[src/rtl/kls_pkg.sv]
`timescale 1ns / 1ps
`default_nettype none

package kls_pkg;

  localparam int MAX_K  = 16;
  localparam int DATA_W = 32;
  localparam int CFG_W  = 5;
  localparam int CNT_W  = $clog2(MAX_K + 1);
  localparam int IDX_W  = (MAX_K > 1) ? $clog2(MAX_K) : 1;
  localparam int KCMP_W = (CNT_W > CFG_W) ? CNT_W : CFG_W;

  typedef logic signed [DATA_W-1:0] data_t;
  typedef logic [CNT_W-1:0]         count_t;
  typedef logic [CFG_W-1:0]         kcfg_t;

  // What one cell hands to its right-hand neighbor.
  typedef struct packed {
    data_t value;
    logic  open;
  } link_t;

  // Rank as used by the chain: zero reads as one, large values saturate.
  function automatic count_t clamp_k(input kcfg_t k);
    logic [KCMP_W-1:0] kw;
    count_t            res;
    kw = KCMP_W'(k);
    if (kw == '0) begin
      res = count_t'(1);
    end else if (kw > KCMP_W'(MAX_K)) begin
      res = count_t'(MAX_K);
    end else begin
      res = count_t'(kw);
    end
    return res;
  endfunction

endpackage

`default_nettype wire

[src/rtl/kls_cell.sv]
`timescale 1ns / 1ps
`default_nettype none

module kls_cell (
  input  wire logic           clk,
  input  wire logic           load,
  input  wire kls_pkg::data_t din,
  input  wire logic           in_range,
  input  wire kls_pkg::link_t left,
  output kls_pkg::link_t      right
);
  import kls_pkg::*;

  data_t val;
  logic  open;

  // A cell is open when the new word belongs here or further left; the open
  // cells always form a tail of the chain because the chain is sorted.
  assign open        = !in_range || (din > val);
  assign right.value = val;
  assign right.open  = open;

  always_ff @(posedge clk) begin
    if (load && open) begin
      val <= left.open ? left.value : din;
    end
  end

endmodule

`default_nettype wire

[src/rtl/kth_largest_selector.sv]
// kth_largest_selector: k-th largest value of a stream of signed sets.
//
// Input channel: value and last, qualified by item_valid and item_stall.
// A word is taken at a rising edge with item_valid high and item_stall low.
// Output channel: kth_value and short_set, qualified by result_valid and
// result_stall. One result word leaves for every input word marked last.
// Register k_reg is loaded from k_select through k_select_wr; write it only
// while the block is idle, which the block itself does not enforce.
// A row of MAX_K cells holds the largest values seen so far, sorted from
// largest to smallest; every cell compares the incoming word in parallel
// and takes either it or its left neighbor, so words are taken back to back.
// After the word marked last, item_stall is high until the result is
// copied from the chain into the output register. The last word sets
// emit_pending, and that copy then sets result_valid. If result_stall holds
// the previous result, the next set end waits, and input stalls until the
// register frees. Synchronous reset empties the chain, drops any result and
// sets k to 1.
`timescale 1ns / 1ps
`default_nettype none

module kth_largest_selector (
  input  wire logic            clk,
  input  wire logic            rst,
  input  wire logic            k_select_wr,
  input  wire kls_pkg::kcfg_t  k_select,
  input  wire kls_pkg::data_t  value,
  input  wire logic            last,
  input  wire logic            item_valid,
  output logic                 item_stall,
  output kls_pkg::data_t       kth_value,
  output logic                 short_set,
  output logic                 result_valid,
  input  wire logic            result_stall
);
  import kls_pkg::*;

  kcfg_t  k_reg;
  count_t count;
  count_t count_next;
  count_t k_eff;
  count_t n;
  count_t count_m1;
  logic   emit_pending;
  logic   accept;
  logic   emit;
  logic   drop;
  logic   any_open;

  link_t           links [MAX_K+1];
  logic [MAX_K-1:0] in_range;
  logic [MAX_K-1:0] open_vec;
  data_t           cell_val [MAX_K];

  assign k_eff      = clamp_k(k_reg);
  assign n          = (count > k_eff) ? k_eff : count;
  assign item_stall = emit_pending;
  assign accept     = item_valid && !item_stall;
  assign emit       = emit_pending && (!result_valid || !result_stall);

  assign links[0].value = '0;
  assign links[0].open  = 1'b0;

  genvar gi;
  generate
    for (gi = 0; gi < MAX_K; gi++) begin : g_cell
      assign in_range[gi] = count_t'(gi) < n;
      assign open_vec[gi] = links[gi+1].open;
      assign cell_val[gi] = links[gi+1].value;

      kls_cell u_cell (
        .clk      (clk),
        .load     (accept && !drop),
        .din      (value),
        .in_range (in_range[gi]),
        .left     (links[gi]),
        .right    (links[gi+1])
      );
    end
  endgenerate

  // A full chain with no smaller kept value has no place for the new word.
  assign any_open = |(open_vec & in_range);
  assign drop     = (n == k_eff) && !any_open;

  always_comb begin
    if (drop) begin
      count_next = n;
    end else if (n < k_eff) begin
      count_next = n + count_t'(1);
    end else begin
      count_next = k_eff;
    end
  end

  assign count_m1 = count - count_t'(1);

  always_ff @(posedge clk) begin
    if (rst) begin
      k_reg        <= kcfg_t'(1);
      count        <= '0;
      emit_pending <= 1'b0;
      result_valid <= 1'b0;
    end else begin
      if (k_select_wr) begin
        k_reg <= k_select;
      end
      if (emit) begin
        count        <= '0;
        emit_pending <= 1'b0;
        result_valid <= 1'b1;
      end else begin
        if (accept) begin
          count        <= count_next;
          emit_pending <= last;
        end
        if (result_valid && !result_stall) begin
          result_valid <= 1'b0;
        end
      end
    end
  end

  always_ff @(posedge clk) begin
    if (emit) begin
      kth_value <= cell_val[count_m1[IDX_W-1:0]];
      short_set <= count < k_eff;
    end
  end

`ifndef SYNTHESIS
  a_count_bound : assert property (@(posedge clk) disable iff (rst)
    count <= count_t'(MAX_K))
    else $error("kept count exceeds chain depth");

  a_last_pends : assert property (@(posedge clk) disable iff (rst)
    (accept && last) |=> (emit_pending && count != '0))
    else $error("set end did not leave a pending result");

  a_emit_loads : assert property (@(posedge clk) disable iff (rst)
    $fell(emit_pending) |-> (result_valid && count == '0))
    else $error("pending result was not delivered to the output");

  generate
    for (gi = 0; gi + 1 < MAX_K; gi++) begin : g_sorted
      a_sorted : assert property (@(posedge clk) disable iff (rst)
        (count_t'(gi + 1) < count) |-> (cell_val[gi] >= cell_val[gi+1]))
        else $error("kept values out of order");
    end
  endgenerate
`endif

endmodule

`default_nettype wire

[config.mk]
export PLATFORM = sky130hd
export DESIGN_NAME = kth_largest_selector
export DESIGN_NICKNAME = d
export VERILOG_FILES = /design/src/rtl/kls_pkg.sv /design/src/rtl/kls_cell.sv /design/src/rtl/kth_largest_selector.sv
export SDC_FILE = /design/constraint.sdc
export NUM_CORES = 2
export LEC_CHECK = 0
export ABC_AREA = 1
export ABC_CLOCK_PERIOD_IN_PS = 4800
export BUFFER_PORTS_ARGS = -buffer_cell sky130_fd_sc_hd__buf_2
export CORE_MARGIN = 2
export CORE_UTILIZATION = 45
export CTS_BUF_LIST = sky130_fd_sc_hd__clkbuf_8
export DETAILED_ROUTE_END_ITERATION = 6
export GPL_TIMING_DRIVEN = 0
export PLACE_DENSITY = 0.71
export SYNTH_ARGS = -nofsm -noshare
export SYNTH_HDL_FRONTEND = slang
export SYNTH_SLANG_ARGS = --single-unit
[constraint.sdc]
create_clock -name clk -period 4.8 [get_ports clk]
set_clock_uncertainty 0.15 [all_clocks]
set_input_delay 0.48 -clock clk [delete_from_list [all_inputs] [get_ports clk]]
set_output_delay 0.48 -clock clk [all_outputs]
set_load 0.01 [all_outputs]
==> results.yml <==
floorplan:
  io_pins: 78
  initial_core_utilization_pct: 45.6
  chipHeight_um: 304
  die-width_um: 304
  fp.dieArea_mm2: 0.0922
  core_area_mm2: 0.0886
  row_count: 109
routing:
  drt_pass_1_iters: 6
  ant_nets: 0
  post_drt_wl_per_cell_um: 23.4
  detailroute.via_count: 37300
  post_drt_via_cell_ratio: 5.77
  route.detailed.drc: 0
  postRouteWirelength_um: 151000
  drt_iter0_markers: 4274
worst_setup_path:
  worst-r2r-cell-count: 14
  worst_ep_arrival_time_ns: 5.10
  critical_path.startpoint_type: "flip-flop"
  critPathRequiredTime_ns: 5.12
  crit-reg2reg-capture: "g_cell[9].u_cell.val[6]"
  critical_path.endpoint_type: "flip-flop"
  timing.critical_path.from: "g_cell[7].u_cell.val[31]"
  crit_type: "reg2reg"
  path_max_fanout: 23
  critical_path.reg2reg.startpoint: "g_cell[7].u_cell.val[31]"
  reg2reg_slack_ns: 0.02
logic_synthesis:
  avgSynthCellArea_um2: 8.12
  ys_warn_count: 0
  synth_largest_area_cell: "sky130_fd_sc_hd__edfxtp_1"
  netlist-cell-type-count: 44
  synth_seq_area_share_pct: 41.1
  synthFlopType: "sky130_fd_sc_hd__edfxtp_1"
  synth.most_common_cell: "sky130_fd_sc_hd__nand2_1"
  synthTopCellsByArea: "sky130_fd_sc_hd__edfxtp_1 (41%), sky130_fd_sc_hd__ha_1 (16%), sky130_fd_sc_hd__o21ai_0 (10%), sky130_fd_sc_hd__nand2_1 (9.9%), sky130_fd_sc_hd__inv_1 (6.2%)"
  synth.top_cell.area_share_pct: 40.5
  postSynthCellCount: 4974
  synth-edff-count: 545
  ranking_of_synthesized_cells_by_instance_count: "sky130_fd_sc_hd__nand2_1 (1,068), sky130_fd_sc_hd__o21ai_0 (811), sky130_fd_sc_hd__inv_1 (670), sky130_fd_sc_hd__edfxtp_1 (545), sky130_fd_sc_hd__ha_1 (524)"
  syn_area_mm2: 0.0404
  syn_nets: 5541
  async_flop_share_pct: 0
  synthesis_stage_register_bit_count: 557
placement:
  gp_congestion: 0.975
  place.port_buffers: 77
  place.detailed.instances: 6233
  place_area_mm2: 0.0428
  dp.final_hpwl_um: 119000
hold_path:
  hp-start: "item_valid"
  min_path_cells: 4
  hp-class: "in2reg"
  hold_crit_endpoint: "count[1]"
cells_and_area:
  reg_top3: "g_cell.u_cell.val (512), kth_value (32)"
  regMostFlops: "g_cell.u_cell.val"
  drive_above_1_share_pct: 5.97
  largest_register_ff_count: 512
  nets: 5778
  stdcell_count: 6467
  syn_to_final_growth_pct: 11.9
  layout.cell_area.non_filler_mm2: 0.0452
clock_tree:
  htree_num_levels: 3
  clock_sink_count: 557
  clk_root_buffer_cell: "sky130_fd_sc_hd__clkbuf_8"
  worst_skew_pair.late_latency_ns: 0.77
  clock_edge_transition_at_the_registers_on_the_reported_setup_and_hold_paths_ns: 0.07
  clock_path_buffers: 3
  tritoncts: "built"
  tritoncts.num_buffers: 104
global_route:
  first_pass_grt_wire_length_um: 219000
  grt_start_max_net_pins: 26
  grt.total_usage_pct: 32.2
  global_route.overflow_total: 0
  antenna_found_initial: 5
  number_of_global_route_vias_before_repair: 35800
sta:
  grt_setup_unrepaired: "false"
  slew-limit-headroom_pct: -9.85
  fmax_ghz: 0.209
  setup_viol: 0
  final_period_minus_worst_setup_slack_ns: 4.78
  final_max_slew_viol_count: 33
  actual_slew_at_the_worst_max_slew_pin_ns: 1.65
  period_share_pct: 99.7
  hold_violations: 0
status:
  run_status: "finished with violations"
  violated_checks: "max-capacitance violations, max-slew violations"
run:
  max_cap_viol_count: 4
[cells by family after synthesis]
| logic type | synth area share (%) |
|---|---|
| fa+ha+maj | 16.2 |
| compound gates | 17.6 |
| buf+inv | 8.44 |
| xor+xnor | 0.0867 |
| simple gates | 16.5 |
| flops | 41.1 |
[cells in the final DEF (no fill, tap or decap), drive strengths merged]
master         netlist  layout
a21o                 6       6
a21oi              509     509
a31oi                1       1
and3                 2       2
buf                 17     131
bufinv               0       3
clkbuf             210     319
clkdlybuf4s15        0       1
clkinv               1      46
clkinvlp             0       4
dfxtp               12      12
diode                0       5
dlygate4sd3          0      16
edfxtp             545     545
ha                 524     524
inv                677     708
nand2             1077    1077
nand3              255     255
nand3b               8       8
nand4               54      54
nor2               168     168
nor3                24      24
nor3b                1       1
nor4                10      10
nor4b                2       2
o211ai               5       5
o21a                26      26
o21ai              818     818
o21bai              11      11
o221ai               3       3
o22ai                2       2
or2                  1       1
or3                  1       1
xnor2                2       2
xor2                 2       2
[through the flow]
| step | setup WS, ns | hold WS, ns | util (%) | setup TNS, ns |
|---|---|---|---|---|
| after floorplan | -0.195 | 0.298 | - | -37.52 |
| after global placement | -3.54 | 0.317 | 47.7 | -1874.42 |
| after detailed placement | -2.05 | 0.327 | 48.3 | -1367.24 |
| after CTS | 0.00975 | 0.00909 | 50.9 | 0 |
| after global routing | 0.0681 | 0.0917 | 51.0 | 0 |
| final | 0.0158 | 0.0226 | 51.0 | 0 |
[layer usage]
| layer | GRT usage, % | routed length (µm) | vias to the layer above | share of wire (%) |
|---|---|---|---|---|
| met1 | 40.3 | 58200 | 17400 | 38 |
| met3 | 7.00 | 16400 | 363 | 11 |
| li1 | - | - | 17600 | - |
| met2 | 51.6 | 68200 | 1938 | 45 |
| met4 | 17.9 | 8610 | 2 | 5.7 |
| met5 | 0 | 8 | - | 0.0053 |
[worst max path at each step]
stage	endpoint	slack, ns	depth (start not counted)
floorplan	g_cell[4].u_cell.val[0]	-0.20	18
global placement	g_cell[9].u_cell.val[7]	-3.54	17
detailed placement	g_cell[15].u_cell.val[5]	-2.05	20
CTS	g_cell[9].u_cell.val[6]	0.01	19
global route	g_cell[9].u_cell.val[7]	0.07	16
finish	g_cell[9].u_cell.val[6]	0.02	14
[critical path: stages (launching register included)]
cell and delay, ns:
sky130_fd_sc_hd__edfxtp_1 0.39, sky130_fd_sc_hd__inv_1 0.06, sky130_fd_sc_hd__ha_1 0.33, sky130_fd_sc_hd__nand4_1 0.12, sky130_fd_sc_hd__nor2_1 0.31, sky130_fd_sc_hd__nor4b_1 0.88, sky130_fd_sc_hd__nand4_1 0.54, sky130_fd_sc_hd__nand3_1 0.36
sky130_fd_sc_hd__nor2_1 0.16, sky130_fd_sc_hd__nor2_1 0.19, sky130_fd_sc_hd__nand3_2 0.22, sky130_fd_sc_hd__o21ai_4 0.26, sky130_fd_sc_hd__buf_6 0.23, sky130_fd_sc_hd__a21oi_4 0.08, sky130_fd_sc_hd__buf_16 0.19
[final cells by class]
| cell class | count | area, µm² |
|---|---|---|
| repair buffers | 132 | 1170 |
| well taps | 1165 | 1460 |
| plain buffers | 226 | 895 |
| clock inverters | 83 | 425 |
| multi-input cells | 3512 | 20600 |
| inverters | 678 | 2550 |
| diodes | 5 | 12.5 |
| fillers | 8478 | 43500 |
| flip-flops and latches | 557 | 16600 |
| clock buffers | 109 | 1500 |
[timing repair]
action	CTS	global route
pin swaps	2	4
hold buffers	16	0
endpoints found under the hold margin	8	0
endpoints found under the setup margin	1029	521
cloned	0	0
buffers inserted	20	1
gates resized for setup	17	9
Power is left out: the tool's default activity adds up to more than one toggle a clock period on the data nets, which glitch-free logic cannot reach.
